[src/rtl/core/stack_machine_execute_defines.svh]
// Assertion macros used by the stack machine execute core.
`ifndef STACK_MACHINE_EXECUTE_DEFINES_SVH
`define STACK_MACHINE_EXECUTE_DEFINES_SVH

// Implication checked on every rising clock edge outside reset.
`define SME_ASSERT_IMP(lbl, clk, rst_n, ante, cons, msg) \
  lbl: assert property (@(posedge clk) disable iff (!rst_n) (ante) |-> (cons)) \
    else $error(msg);

// Implication whose consequent is checked in the cycle after the antecedent.
`define SME_ASSERT_NEXT(lbl, clk, rst_n, ante, cons, msg) \
  lbl: assert property (@(posedge clk) disable iff (!rst_n) (ante) |=> (cons)) \
    else $error(msg);

`endif

[src/rtl/core/sme_pkg.sv]
package sme_pkg;

  typedef enum logic [3:0] {
    OP_NOP    = 4'd0,
    OP_PUSH   = 4'd1,
    OP_DUP    = 4'd2,
    OP_ADD    = 4'd3,
    OP_SUB    = 4'd4,
    OP_MUL    = 4'd5,
    OP_DIV    = 4'd6,
    OP_JMP    = 4'd7,
    OP_JMP_IF = 4'd8,
    OP_HALT   = 4'd9,
    OP_EQ     = 4'd10,
    OP_PRINT  = 4'd11
  } opcode_e;

  typedef enum logic [2:0] {
    ERR_OK        = 3'd0,
    ERR_OVERFLOW  = 3'd1,
    ERR_UNDERFLOW = 3'd2,
    ERR_ILLEGAL   = 3'd3,
    ERR_DIVZERO   = 3'd4,
    ERR_POINTER   = 3'd5,
    ERR_OPERAND   = 3'd6
  } error_e;

  // Command from the sequencer to the arithmetic unit.
  typedef struct packed {
    logic start;
    logic is_div;
  } alu_cmd_t;

  // Status from the arithmetic unit back to the sequencer.
  typedef struct packed {
    logic busy;
    logic done;
  } alu_sts_t;

endpackage

[src/rtl/core/sme_muldiv.sv]
// Iterative multiply and truncating divide, one bit per cycle.
module sme_muldiv import sme_pkg::*; (
  input  logic        clk_i,
  input  logic        rst_ni,
  input  alu_cmd_t    cmd_i,
  input  logic [63:0] a_i,
  input  logic [63:0] b_i,
  output alu_sts_t    sts_o,
  output logic [63:0] result_o
);

  logic [6:0]  cnt_q, cnt_d;
  logic        busy_q, busy_d, done_q, done_d, div_q, div_d, neg_q, neg_d;
  logic [63:0] acc_q, acc_d, opa_q, opa_d, opb_q, opb_d;
  logic [64:0] rem_shift, rem_sub;
  logic [63:0] mag_a, mag_b, res_fix;

  assign mag_a = a_i[63] ? (64'd0 - a_i) : a_i;
  assign mag_b = b_i[63] ? (64'd0 - b_i) : b_i;

  // Restoring division step: acc holds the remainder, opa the dividend/quotient.
  assign rem_shift = {acc_q, opa_q[63]};
  assign rem_sub   = rem_shift - {1'b0, opb_q};
  assign res_fix   = neg_q ? (64'd0 - opa_q) : opa_q;

  always_comb begin
    cnt_d  = cnt_q;
    busy_d = busy_q;
    done_d = 1'b0;
    div_d  = div_q;
    neg_d  = neg_q;
    acc_d  = acc_q;
    opa_d  = opa_q;
    opb_d  = opb_q;
    if (cmd_i.start) begin
      busy_d = 1'b1;
      cnt_d  = 7'd0;
      div_d  = cmd_i.is_div;
      neg_d  = a_i[63] ^ b_i[63];
      acc_d  = 64'd0;
      opa_d  = cmd_i.is_div ? mag_a : a_i;
      opb_d  = cmd_i.is_div ? mag_b : b_i;
    end else if (busy_q) begin
      if (div_q) begin
        if (!rem_sub[64]) begin
          acc_d = rem_sub[63:0];
          opa_d = {opa_q[62:0], 1'b1};
        end else begin
          acc_d = rem_shift[63:0];
          opa_d = {opa_q[62:0], 1'b0};
        end
      end else begin
        // Shift-add multiply, low 64 bits of the product in acc.
        if (opb_q[0]) begin
          acc_d = acc_q + opa_q;
        end
        opa_d = {opa_q[62:0], 1'b0};
        opb_d = {1'b0, opb_q[63:1]};
      end
      cnt_d = cnt_q + 7'd1;
      if (cnt_q == 7'd63) begin
        busy_d = 1'b0;
        done_d = 1'b1;
      end
    end
  end

  always_ff @(posedge clk_i or negedge rst_ni) begin
    if (!rst_ni) begin
      busy_q <= 1'b0;
      done_q <= 1'b0;
      cnt_q  <= 7'd0;
    end else begin
      busy_q <= busy_d;
      done_q <= done_d;
      cnt_q  <= cnt_d;
    end
  end

  always_ff @(posedge clk_i) begin
    div_q <= div_d;
    neg_q <= neg_d;
    acc_q <= acc_d;
    opa_q <= opa_d;
    opb_q <= opb_d;
  end

  assign sts_o.busy = busy_q;
  assign sts_o.done = done_q;
  assign result_o   = div_q ? res_fix : acc_q;

endmodule

[config.mk]
export PLATFORM = sky130hd
export DESIGN_NAME = sme_muldiv
export DESIGN_NICKNAME = d
export VERILOG_FILES = /design/src/rtl/core/stack_machine_execute_defines.svh /design/src/rtl/core/sme_pkg.sv /design/src/rtl/core/sme_muldiv.sv
export SDC_FILE = /design/constraint.sdc
export NUM_CORES = 1
export LEC_CHECK = 0
export BUFFER_PORTS_ARGS = -buffer_cell sky130_fd_sc_hd__buf_2
export CAP_MARGIN = 10
export CELL_PAD_IN_SITES_DETAIL_PLACEMENT = 1
export CELL_PAD_IN_SITES_GLOBAL_PLACEMENT = 1
export CORE_MARGIN = 4
export CORE_UTILIZATION = 45
export CTS_CLUSTER_SIZE = 28
export DETAILED_ROUTE_END_ITERATION = 16
export PLACE_DENSITY = 0.93
export SLEW_MARGIN = 25
export SYNTH_ARGS = -nofsm -noshare
export SYNTH_HDL_FRONTEND = slang
export SYNTH_SLANG_ARGS = --single-unit
export TNS_END_PERCENT = 10
[constraint.sdc]
create_clock -name clk_i -period 5.1 [get_ports clk_i]
set_input_delay 1.53 -clock clk_i [delete_from_list [all_inputs] [get_ports clk_i]]
set_output_delay 1.53 -clock clk_i [all_outputs]
set_load 0.05 [all_outputs]
# After elaboration in Yosys (flattened, before gate mapping)
# Cells that the tools add are included.
[op_classes] muxes=24 n_reduce_logical=4 n_eq_ne=2 addsub=6 n_bitwise=1
[ops] op="64-bit 2-to-1 mux" n=14
[ops] op="1-bit by 64-bit subtractor with 64-bit output (first input constant)" n=3
[ops] op="65-bit by 64-bit subtractor with 65-bit output" n=1
[ops] op="64-bit adder" n=1
[ops] op="7-bit 2-to-1 mux" n=2
[ops] op="1-bit 2-to-1 mux" n=8
[ops] op="7-bit by 1-bit adder with 7-bit output (second input constant)" n=1
[ops] op="7-bit by 6-bit equality test with 1-bit output (second input constant)" n=1
[ops] op="2-bit AND reduction" n=2
[ops] op="2-bit nonzero test" n=2
[ops] op="2-bit inequality test (second input constant)" n=1
[ops] op="1-bit XOR" n=1
[word_totals] output_inout_bits=66 ff_bits=203

# Logic depth before layout (Yosys ltp)
# Gate-level depths: netlist (run 1).
[logic_depth] ltp_word=5 mapped_depth=16 mapped_depth_nobuf=14

# Worst setup path before layout (run 1)
# OpenSTA, ideal clock, no wires.
[synth_path] kind="register to output" startpoint="register opa_q[11]" endpoint="output result_o[54]" path_stages_with_launch=12 path_slack_ns=-0.274 arrival_time_ns=3.844 path_cell_list="edfxtp_1 -> or4_4 -> nor4_4 -> nand2b_2 -> or4_4 -> or4_4 -> or2_1 -> inv_2 -> nand4_4 -> o31ai_1 -> xor2_1 -> a21oi_1"
[synth_between] elab_chain_cells=3
[synth_lines] item="from (decl)" line="sme_muldiv.sv:14" text="logic [63:0] acc_q, acc_d, opa_q, opa_d, opb_q, opb_d;"
[synth_lines] item="from (signal assigned)" line="sme_muldiv.sv:84" text="opa_q <= opa_d;"
[synth_lines] item="1-bit by 64-bit subtractor with 64-bit output" line="sme_muldiv.sv:24" text="assign res_fix = neg_q ? (64'd0 - opa_q) : opa_q;"
[synth_lines] item="64-bit 2-to-1 mux" line="sme_muldiv.sv:24"
[synth_lines] item="64-bit 2-to-1 mux" line="sme_muldiv.sv:90" text="assign result_o = div_q ? res_fix : acc_q;"
[synth_lines] item="to (decl)" line="sme_muldiv.sv:9" text="output logic [63:0] result_o"
# No other way between the ends.

# Final worst setup path (run 1)
[layout_path] startpoint="register opa_q[10]" endpoint="output result_o[57]"
# The elaborated chain is that of the path after synthesis.

==> results of run 1 <==
-- routing by layer --
metal,vias to the layer above,wire length (µm),global-route usage
met3,231,2897,0.02931
met4,0,3844,0.1243
met5,-,0,0.0009488
met1,11120,31350,0.3400
met2,633,42620,0.5763
li1,10600,-,-
-- synthesized netlist by cell type, drive strengths merged, types with 4 or more instances --
cell type | n | area share
ha | 131 | 0.077
nor2b | 10 | 0.0029
and4 | 4 | 0.0017
dfrtp | 9 | 0.011
mux2i | 11 | 0.0052
o41ai | 16 | 0.0078
a21oi | 406 | 0.096
o21bai | 23 | 0.0081
a31oi | 36 | 0.011
or2 | 10 | 0.0029
dfxtp | 64 | 0.060
o22ai | 7 | 0.0021
nand4 | 49 | 0.015
or4 | 20 | 0.0076
and3 | 11 | 0.0032
a21o | 64 | 0.023
inv | 123 | 0.022
nor2 | 439 | 0.078
a211oi | 42 | 0.015
edfxtp | 130 | 0.18
o211ai | 11 | 0.0039
nand2b | 17 | 0.0051
nor3 | 71 | 0.017
nor4 | 34 | 0.011
a2111oi | 9 | 0.0037
a221oi | 4 | 0.0017
and2 | 10 | 0.0029
buf | 10 | 0.0022
xnor2 | 135 | 0.056
o21ai | 181 | 0.043
o221ai | 6 | 0.0025
nand2 | 208 | 0.037
a211o | 5 | 0.0021
a311oi | 4 | 0.0017
clkbuf | 149 | 0.026
xor2 | 167 | 0.069
nand3 | 45 | 0.011
o31ai | 41 | 0.015
or3 | 38 | 0.011
a21boi | 9 | 0.0032
a22oi | 4 | 0.0014
mux2 | 27 | 0.014
o21a | 20 | 0.0071
-- cell families after synthesis --
kind of cell,Yosys count,synth area share
simple gates,979,0.2113
mux,38,0.01952
buf+inv,283,0.05054
compound gates,919,0.2598
flops,203,0.2550
fa+ha+maj,133,0.07914
xor+xnor,302,0.1247
-- critical path: stages, from the launching register on --
cell and delay, ns:
edfxtp_1 0.42, or4_4 0.57, nor4_4 0.19, nand2b_2 0.09, or4_4 0.46, nor4_4 0.26, buf_4 0.17, nand4_1 0.23
nor4_4 0.35, inv_2 0.13, o31ai_2 0.22, xor2_1 0.21, a21oi_1 0.11, buf_4 0.23
-- registers in the layout (all words and copies together), names as in the netlist --
| name | flops |
|---|---|
| acc_q | 64 |
| opa_q | 64 |
| opb_q | 64 |
| cnt_q | 7 |
| busy_q | 1 |
| div_q | 1 |
| done_q | 1 |
| neg_q | 1 |
-- per-stage QoR --
| stage | hold slack [ns] | instances | cell area, µm² | TNS, ns | total power, mW |
|---|---|---|---|---|---|
| 3_5_place_dp | 0.5528 | 3574 | 23010 | -0.9641 | 10.22 |
| 6_report | 0.5602 | 3627 | 24330 | -14.12 | 12.35 |
| 3_3_place_gp | 0.5313 | 3574 | 23010 | 0 | 10.01 |
| 5_1_grt | 0.5836 | 3626 | 24330 | -18.92 | 13.13 |
| 4_1_cts | 0.5598 | 3624 | 24120 | -13.57 | 12.21 |
| 2_1_floorplan | 0.4803 | 2857 | 21220 | -2.020 | 7.961 |
-- worst max path at each step --
stage | end | slack [ns] | cells past startpoint
3_3_place_gp | result_o[55] | 0.05 | 13
3_5_place_dp | result_o[55] | -0.15 | 13
6_report | result_o[57] | -0.64 | 13
5_1_grt | result_o[57] | -0.81 | 13
4_1_cts | result_o[58] | -0.62 | 12
2_1_floorplan | result_o[62] | -0.24 | 11
-- timing repair --
| item | in CTS | in global routing |
|---|---|---|
| gates resized for setup | 93 | 60 |
| endpoints found under the setup margin | 44 | 49 |
| pin swaps | 9 | 14 |
| setup buffers | 2 | 2 |
-- power groups by stage --
stage                     clock network (mW)  logic, mW  registers (mW)
after global placement                     0       7.32            2.68
after floorplan                            0       5.53            2.43
after CTS                               1.84       7.70            2.67
final                                   1.82       7.84            2.69
after detailed placement                   0       7.52            2.70
after global routing                    1.91       8.51            2.71
-- cell type report --
type	instances	area, µm²
Antenna cell	1	2.502
Tap cell	607	759.5
Inverter	124	467.9
Timing Repair Buffer	273	1814
Clock buffer	37	733.2
Clock inverter	11	75.07
Sequential cell	203	5410
Fill cell	5868	22220
Multi-Input combinational cell	2371	15070
==> impl_results.md, run 1 <==
* Logic gate share of total power at 0.635
* CTS buffer count at 26
* Max-cap violations at 0
* Mean Syn Cell Area at 7.426 µm²
* Internal at slightly above 6 mW
* Post-DP HPWL at 62,320 µm
* Vias per cell at a little over 6
* Clock Power Share at 0.147
* Hold-critical path depth at 2
* FFs w/ async S/R, synth at 0.04433
* Critical hold path startpoint: cnt_q[6]
* Core box area at roughly 0.047 mm²
* Die ar. at roughly 0.05 mm²
* Clock Latency Late Sink at ~0.57 ns
* Distinct cells, synth at 84
* Clock sinks at about 200
* Most common cell after layout, fill and taps aside: nor2_1
* Post-Syn Area at approximately 0.021 mm²
* Largest net degree at the start of global routing at 141
* Slew Limit Headroom at 0.3577
* Util after Layout at 0.5227
* Status: finished, violations left
* R2R Setup Slk at around 0.26 ns
* DR iter-0 viols at ~1,400
* CTS tree: done
* Final Net Count at about 3,300
* Fin crit period at approximately 5.7 ns
* Number of synthesized register bits at between 200 and 250
* RR Endpoint: acc_q[61]
* Initial antenna violation count at 1
* First-pass GRT wire length at 124,800 µm
* Finish-stage setup viols at 37
* Worst Max-Slew Pin Slew at approximately 0.96 ns
* Reg2Reg Depth at 14
* Die Width at roughly 230 µm
* Worst Setup End Kind: output pin
* Die Y at 225.1 µm
* Synthesis-to-layout area growth at 14.69%
* Routed Antenna Nets at 0
* Switching part of the total at 0.5075
* Number of enable flip-flop cells after synthesis at between 100 and 150
* CP required at about 3.6 ns
* Final WL at about 81,000 µm
* Syn Nets at between 3,000 and 4,000
* CP Data Arrival Time at around 4.2 ns
* Reg-to-Reg Start: opb_q[0]
* Post-Synthesis Cells at between 2,000 and 3,000
* Worst VDD drop at 0.3554 mV
* Top Ports at about 200
* FP Rows at between 70 and 80
* Syn. warnings at 0
* Per-cell routed wire length at ~22 µm
* RSZ-0062 raised after global routing: true
* Sw Pwr at about 6.3 mW
* P per Cell Area at a little over 500 mW/mm²
* Final setup margin at -0.6400 ns
* Sequential Power Share at 0.218
* Share of cells above drive strength 1 at 0.1401
* CTS H-Tree Depth at 1
* Drt drc at 0
* Failing checks: setup timing
* Max Clock Skew at 0.02224 ns
* Clock root cell: clkbuf_16
* Initial Util at 0.4557
* Gpl congestion at 0.9608
* Ys flop type: edfxtp_1
* Sequential cell area fraction in the yosys report at 0.2550
* Port buffer count at between 150 and 200
* Hold Path Class: reg2reg
* Vias at 22,590
* Leakage at 10.09 nW
* Maximum root-to-sink buffer count at 3
* Gr usage total at 0.3011
* Vias in the first global route at about 24,000
* Commonest cells after routing, fill and taps aside: nor2_1 (437), a21oi_1 (390), nand2_1 (202)
* Min-Delay Endpoint: cnt_q[6]
* Max FO, Critical Path at 4
* CP startpoint kind: flop
* Pins over their slew limit at 0
* WS Path Type: reg2out
* DR pass1 iterations at 5
* Global route overflow at 0
* Max Fclk at approximately 0.17 GHz
* DP Worst Slack at -0.1475 ns
* Hold-fix buffers at CTS at 0
* Final hold vios at 0
* Worst Setup SP: opa_q[10]
* Clock Pin Slew Worst Setup and Hold Paths at about 0.060 ns
* Final worst path period share at 1.125
Power figures use the tool's default switching activity.
==> inputs of run 2 (changes only) <==
--- a/config.mk
+++ b/config.mk
@@ -9,6 +9,7 @@
 export CAP_MARGIN = 10
 export CELL_PAD_IN_SITES_DETAIL_PLACEMENT = 1
 export CELL_PAD_IN_SITES_GLOBAL_PLACEMENT = 1
+export CORE_ASPECT_RATIO = 0.5
 export CORE_MARGIN = 4
 export CORE_UTILIZATION = 45
 export CTS_CLUSTER_SIZE = 28
==> run 2 against run 1 <==
The run still ends with setup timing left; final cell count grew 0.63%; clock power down 5%; sequential power is 2% lower; highest routed layer unchanged; critical path type unchanged; non-clock buffer count increased by 12; first-iteration DRC count is 41% higher; via count about the same; combinational power is 0.5% lower.
==> impl_results.md, run 2 (same netlist as run 1, synthesis figures left out) <==
* Max-cap violations at 0 (unchanged)
* Share of cells above drive strength 1 at 0.1386 (was 0.1401)
* TNS Setup at -14.38 ns (was -14.12 ns)
* Top cell by count, worst path: nor4_4 (unchanged)
* FP Rows at 55 (was 79)
* CP required at 3.57 ns (about the same)
* Routed Antenna Nets at 0 (unchanged)
* Gr usage total at 0.2985 (was 0.3011)
* Die Width at 315.1 µm (was 225.1 µm)
* Slowest-stage cell, CP: or4_4 (unchanged)
* # diodes at 0 (was 1)
* Initial Util at 0.4622 (was 0.4557)
* DR iter-0 viols at 1,952 (was 1,380)
* Port buffer count at 197 (unchanged)
* Final Net Count at 3,272 (was 3,264)
* Synthesis-to-layout area growth at 14.12% (was 14.69%)
* Worst-path cell chain: or4_4 -> nor4_4 -> nand2b_2 -> or4_4 -> nor4_4 -> buf_4 -> nand4_1 -> nor4_4 -> inv_2 -> o41ai_2 -> xor2_1 -> a21oi_1 -> buf_4 (was or4_4 -> nor4_4 -> nand2b_2 -> or4_4 -> nor4_4 -> buf_4 -> nand4_1 -> nor4_4 -> inv_2 -> o31ai_2 -> xor2_1 -> a21oi_1 -> buf_4)
* Most common cell after layout, fill and taps aside: nor2_1 (unchanged)
* CP Data Arrival Time at 4.28 ns (was 4.21 ns)
* CTS buffer count at 22 (was 26)
* Drt drc at 0 (unchanged)
* Status: finished, violations left (unchanged)
* Gpl congestion at 0.9350 (was 0.9608)
* DR pass1 iterations at 6 (was 5)
* WS Path Type: reg2out (unchanged)
* Worst VDD drop at 0.2688 mV (was 0.3554 mV)
* CP peak stage delay at 0.57 ns (about the same)
* RSZ-0062 raised after global routing: true (unchanged)
* Final hold vios at 0 (unchanged)
* Clock Latency Late Sink at 0.56 ns (was 0.57 ns)
* Failing checks: setup timing (unchanged)
* Max FO, Critical Path at 4 (unchanged)
* Hold-critical path depth at 2 (unchanged)
* Final Cell Area at 0.02421 mm² (was 0.02433 mm²)
* Pins over their slew limit at 0 (unchanged)
* Final WL at 79,680 µm (was 80,710 µm)
* Final hold slack at 0.5570 ns (was 0.5602 ns)
* Top Ports at 198 (unchanged)
* Leakage at 10.06 nW (was 10.09 nW)
* Worst Max-Slew Pin Slew at 1.036 ns (was 0.9634 ns)
* Number of filler cells placed in the layout at 5,771 (was 5,868)
* CTS tree: done (unchanged)
* Max Fclk at 0.1720 GHz (was 0.1742 GHz)
* CTS H-Tree Depth at 1 (unchanged)
* Core box area at 0.04590 mm² (was 0.04656 mm²)
* Commonest cells after routing, fill and taps aside: nor2_1 (437), a21oi_1 (395), nand2_1 (207) (was nor2_1 (437), a21oi_1 (390), nand2_1 (202))
* Finish-stage setup viols at 39 (was 37)
* Largest net degree at the start of global routing at 178 (was 141)
* Vias at 22,590 (about the same)
* P per Cell Area at 502.1 mW/mm² (was 507.7 mW/mm²)
* Largest regs: acc_q x64, opa_q x64, opb_q x64 (unchanged)
* Placed cell areas at 0.02304 mm² (was 0.02301 mm²)
* Final worst path period share at 1.140 (was 1.125)
* Maximum root-to-sink buffer count at 3 (unchanged)
* Worst Setup End Kind: output pin (unchanged)
* Slew Limit Headroom at 0.3095 (was 0.3577)
* Final setup margin at -0.7137 ns (was -0.6400 ns)
* Fin crit period at 5.814 ns (was 5.740 ns)
* Global route overflow at 0 (unchanged)
* First-pass GRT wire length at 124,700 µm (was 124,800 µm)
* Clock sinks at 203 (unchanged)
* Reg2Reg Depth at 15 (was 14)
* Util after Layout at 0.5275 (was 0.5227)
* Die ar. at 0.05090 mm² (was 0.05069 mm²)
* CP startpoint kind: flop (unchanged)
* Initial antenna violation count at 0 (was 1)
* Per-cell routed wire length at 21.83 µm (was 22.25 µm)
* Vias in the first global route at 23,510 (was 23,630)
* Clock root cell: clkbuf_16 (unchanged)
* Hold-fix buffers at CTS at 0 (unchanged)
* Die Y at 161.5 µm (was 225.1 µm)
* Clock Pin Slew Worst Setup and Hold Paths at 0.07 ns (was 0.06 ns)
* Overall Power at 12.16 mW (was 12.35 mW)
* Post-DP HPWL at 60,180 µm (was 62,320 µm)
* Hold Path Class: reg2reg (unchanged)
* Vias per cell at 6.188 (was 6.227)
* Max Clock Skew at 0.03002 ns (was 0.02224 ns)
[run 2: cell types whose count changed in the layout (fill, tap and decap cells not counted), sizes merged]
cell	delta
diode	-1
clkinv	-4
buf	+17
clkbuf	-10
inv	+2
bufinv	-1
[run 2: timing repair]
| item | CTS | global route |
|---|---|---|
| resized for setup | 104 | 16 |
| setup buffers | 6 | 4 |
| pin swaps | 18 | 10 |
| endpoints found under the setup margin | 43 | 45 |
[run 2: final timing paths]
| check | from | end | slack [ns] |
|---|---|---|---|
| setup / recovery | opa_q[11] | result_o[55] | -0.71 |
| hold / removal | cnt_q[6] | cnt_q[6] | 0.56 |
| setup reg to reg | opa_q[63] | acc_q[61] | 0.25 |
| hold reg to reg | cnt_q[6] | cnt_q[6] | 0.56 |
| max in group asynchronous | rst_ni | cnt_q[0] | 4.10 |
| min in group asynchronous | rst_ni | cnt_q[2] | 0.83 |
[run 2: metal layers]
| layer | track usage | vias to the layer above | wire [µm] |
|---|---|---|---|
| met3 | 0.04462 | 189 | 4163 |
| li1 | - | 10610 | - |
| met2 | 0.5191 | 647 | 38930 |
| met5 | 0 | - | 0 |
| met1 | 0.3773 | 11140 | 33840 |
| met4 | 0.1074 | 0 | 2748 |
[run 2: report_power, final]
part / switching (mW) / internal [mW] / total, mW
Clock: 0.791 / 0.934 / 1.72
Combinational: 4.90 / 2.90 / 7.80
Sequential: 0.523 / 2.11 / 2.63
Total: 6.21 / 5.95 / 12.2
[run 2: cell type report]
type	count	area, µm²	share of cell area
clock inverters	8	53.80	0.002222
multi-input cells	2371	14970	0.6183
inverters	124	467.9	0.01933
repair buffers	285	1849	0.07637
flip-flops and latches	203	5410	0.2234
clock buffers	32	676.9	0.02796
well taps	627	784.5	0.03240
[run 2: stage by stage]
stage	cells	worst slack, ns
floorplan	2857	-0.2356
detailed placement	3600	-0.2600
global route	3650	-0.8670
CTS	3646	-0.6448
global placement	3600	-0.03135
finish	3650	-0.7137
[run 2: critical path: cells and delay by family (launching register included)]
family | cells | cell delay, ns
and+or+nand+nor | 7 | 2.11
AOI/OAI and AO/OA | 2 | 0.49
xor gates and xnor gates | 1 | 0.16
DFF | 1 | 0.40
buffers and inverters | 3 | 0.56
==> inputs of run 3 (changes only) <==
--- a/config.mk
+++ b/config.mk
@@ -15,6 +15,7 @@
 export CTS_CLUSTER_SIZE = 28
 export DETAILED_ROUTE_END_ITERATION = 16
 export PLACE_DENSITY = 0.93
+export RECOVER_POWER = 100
 export SLEW_MARGIN = 25
 export SYNTH_ARGS = -nofsm -noshare
 export SYNTH_HDL_FRONTEND = slang
==> run 3 against run 2 <==
The flow finishes with violations (capacitance limit, slew limit, setup timing); critical path depth is the same; power shrank 0.11%; flip-flop and latch count is the same; clock skew grew 0.0035 ns; first-iteration DRC count shrank 7.6%; non-clock buffer count is the same; clock power is essentially flat; sequential power is essentially flat; cell area shrank 0.26%; hold slack lost 0.00059 ns; combinational power is essentially flat; critical path type unchanged.
==> impl_results.md, run 3 (same netlist as run 1, synthesis figures left out) <==
* Status: finished, violations left (unchanged)
* Failing checks: capacitance limit, slew limit, setup timing (was setup timing)
* Final Net Count at 3,272 (unchanged)
* Clock sinks at 203 (unchanged)
* Final setup margin at -0.7046 ns (was -0.7137 ns)
* Share of cells above drive strength 1 at 0.1323 (was 0.1386)
* P per Cell Area at 502.8 mW/mm² (was 502.1 mW/mm²)
* CP startpoint kind: flop (unchanged)
* Gr usage total at 0.2985 (unchanged)
* Final hold vios at 0 (unchanged)
* Max Fclk at 0.1723 GHz (was 0.1720 GHz)
* Dpl cells at 3,600 (unchanged)
* Clock root cell: clkbuf_16 (unchanged)
* Worst-path cell chain: or4_4 -> nor4_4 -> nand2b_2 -> or4_4 -> nor4_4 -> buf_4 -> nand4_1 -> nor4_4 -> inv_2 -> o41ai_2 -> xor2_1 -> a21oi_1 -> buf_4 (unchanged)
* Final hold slack at 0.5564 ns (was 0.5570 ns)
* Vias in the first global route at 23,510 (unchanged)
* Fin crit period at 5.805 ns (was 5.814 ns)
* Drt drc at 0 (unchanged)
* Final worst path period share at 1.138 (was 1.140)
* Number of filler cells placed in the layout at 5,789 (was 5,771)
* Worst Max-Slew Pin Slew at 3.582 ns (was 1.036 ns)
* Hold Path Class: reg2reg (unchanged)
* CP required at 3.57 ns (about the same)
* Die ar. at 0.05090 mm² (unchanged)
* CTS tree: done (unchanged)
* Global route overflow at 0 (unchanged)
* Routed Antenna Nets at 0 (unchanged)
* Non-Filler Instances at 3,650 (unchanged)
* Initial Util at 0.4622 (unchanged)
* Gpl congestion at 0.9350 (unchanged)
* CTS H-Tree Depth at 1 (unchanged)
* # diodes at 0 (unchanged)
* CP Data Arrival Time at 4.27 ns (was 4.28 ns)
* Core box area at 0.04590 mm² (unchanged)
* DP Worst Slack at -0.2600 ns (unchanged)
* First-pass GRT wire length at 124,700 µm (unchanged)
* Slew Limit Headroom at -1.388 (was 0.3095)
* Finish-stage setup viols at 150 (was 39)
* Max Clock Skew at 0.03351 ns (was 0.03002 ns)
* Worst Setup End Kind: output pin (unchanged)
* Largest regs: acc_q x64, opa_q x64, opb_q x64 (unchanged)
* Most common cell after layout, fill and taps aside: nor2_1 (unchanged)
* Vias at 22,690 (was 22,590)
* DR iter-0 viols at 1,803 (was 1,952)
* FP Rows at 55 (unchanged)
* Largest net degree at the start of global routing at 178 (unchanged)
* Die Width at 315.1 µm (unchanged)
* Pins over their slew limit at 210 (was 0)
* Leakage at 9.995 nW (was 10.06 nW)
* CTS buffer count at 22 (unchanged)
* Commonest cells after routing, fill and taps aside: nor2_1 (437), a21oi_1 (395), nand2_1 (207) (unchanged)
* Final WL at 79,720 µm (was 79,680 µm)
* Util after Layout at 0.5261 (was 0.5275)
* Max-cap violations at 2 (was 0)
* Max FO, Critical Path at 4 (unchanged)
* CP peak stage delay at 0.57 ns (about the same)
* Post-DP HPWL at 60,180 µm (unchanged)
* Port buffer count at 197 (unchanged)
* Clock Pin Slew Worst Setup and Hold Paths at 0.07 ns (about the same)
* DR pass1 iterations at 7 (was 6)
* Maximum root-to-sink buffer count at 3 (unchanged)
* RSZ-0062 raised after global routing: true (unchanged)
* Synthesis-to-layout area growth at 13.82% (was 14.12%)
* Slowest-stage cell, CP: or4_4 (unchanged)
* Initial antenna violation count at 0 (unchanged)
* WS Path Type: reg2out (unchanged)
* Worst VDD drop at 0.2698 mV (was 0.2688 mV)
* Top cell by count, worst path: nor4_4 (unchanged)
* Vias per cell at 6.215 (was 6.188)
* Clock Latency Late Sink at 0.56 ns (about the same)
* Die Y at 161.5 µm (unchanged)
* Top Ports at 198 (unchanged)
* Overall Power at 12.14 mW (was 12.16 mW)
* Per-cell routed wire length at 21.84 µm (was 21.83 µm)
run 3: cell types whose count changed in the layout (fill, tap and decap cells not counted), sizes merged:
| cell | before | now |
|---|---|---|
| clkbuf | 32 | 62 |
| buf | 285 | 255 |
run 3: worst max-delay path, delay by kind of cell (launching register included):
kind            cells  cell delay (ns)
simple gates        7             2.12
compound gates      2             0.48
buf+inv             3             0.55
flops               1             0.40
xor+xnor            1             0.16
run 3: power breakdown:
part	switching, mW	total [mW]	leakage [nW]	internal, mW
Sequential	0.523	2.63	1.96	2.11
Combinational	4.90	7.79	7.67	2.89
Clock	0.790	1.72	0.367	0.933
run 3: timing repair:
action                     in CTS  in global routing
resized for setup             104                 16
hold buffers                    0                  0
gates cloned                    0                  0
setup buffers                   6                  4
hold endpoints to repair        0                  0
pin swaps                      18                 10
setup endpoints to repair      43                 45
run 3: cell type report:
type                       count  area [µm²]  share of cell area
clock buffer                  32       676.9             0.02803
clock inverter                 8       53.80            0.002228
tap                          627       784.5             0.03249
sequential                   203        5410              0.2240
inverter                     124       467.9             0.01938
multi-input combinational   2371       14970              0.6197
timing repair buffer         285        1790             0.07414
run 3: path summary, 6_finish.rpt:
kind	cells after the start	slack [ns]	endpoint	start
setup / recovery	13	-0.70	result_o[55]	opa_q[11]
hold / removal	2	0.56	cnt_q[6]	cnt_q[6]
setup reg to reg	15	-0.12	acc_q[60]	opa_q[63]
hold reg to reg	2	0.56	cnt_q[6]	cnt_q[6]
max in group asynchronous	1	3.86	cnt_q[0]	rst_ni
min in group asynchronous	1	0.92	cnt_q[2]	rst_ni
run 3: stage by stage:
step | TNS [ns] | instance area, µm²
final | -37.75 | 24150
after floorplan | -2.020 | 21220
after CTS | -12.16 | 24110
after global routing | -97.72 | 24150
after detailed placement | -1.181 | 23040
after global placement | -0.03135 | 23040
run 3: routing by layer:
layer | GRT usage | routed length [µm]
met5 | 0 | 0
met4 | 0.1074 | 2760
met3 | 0.04462 | 4585
met2 | 0.5191 | 38860
met1 | 0.3773 | 33510
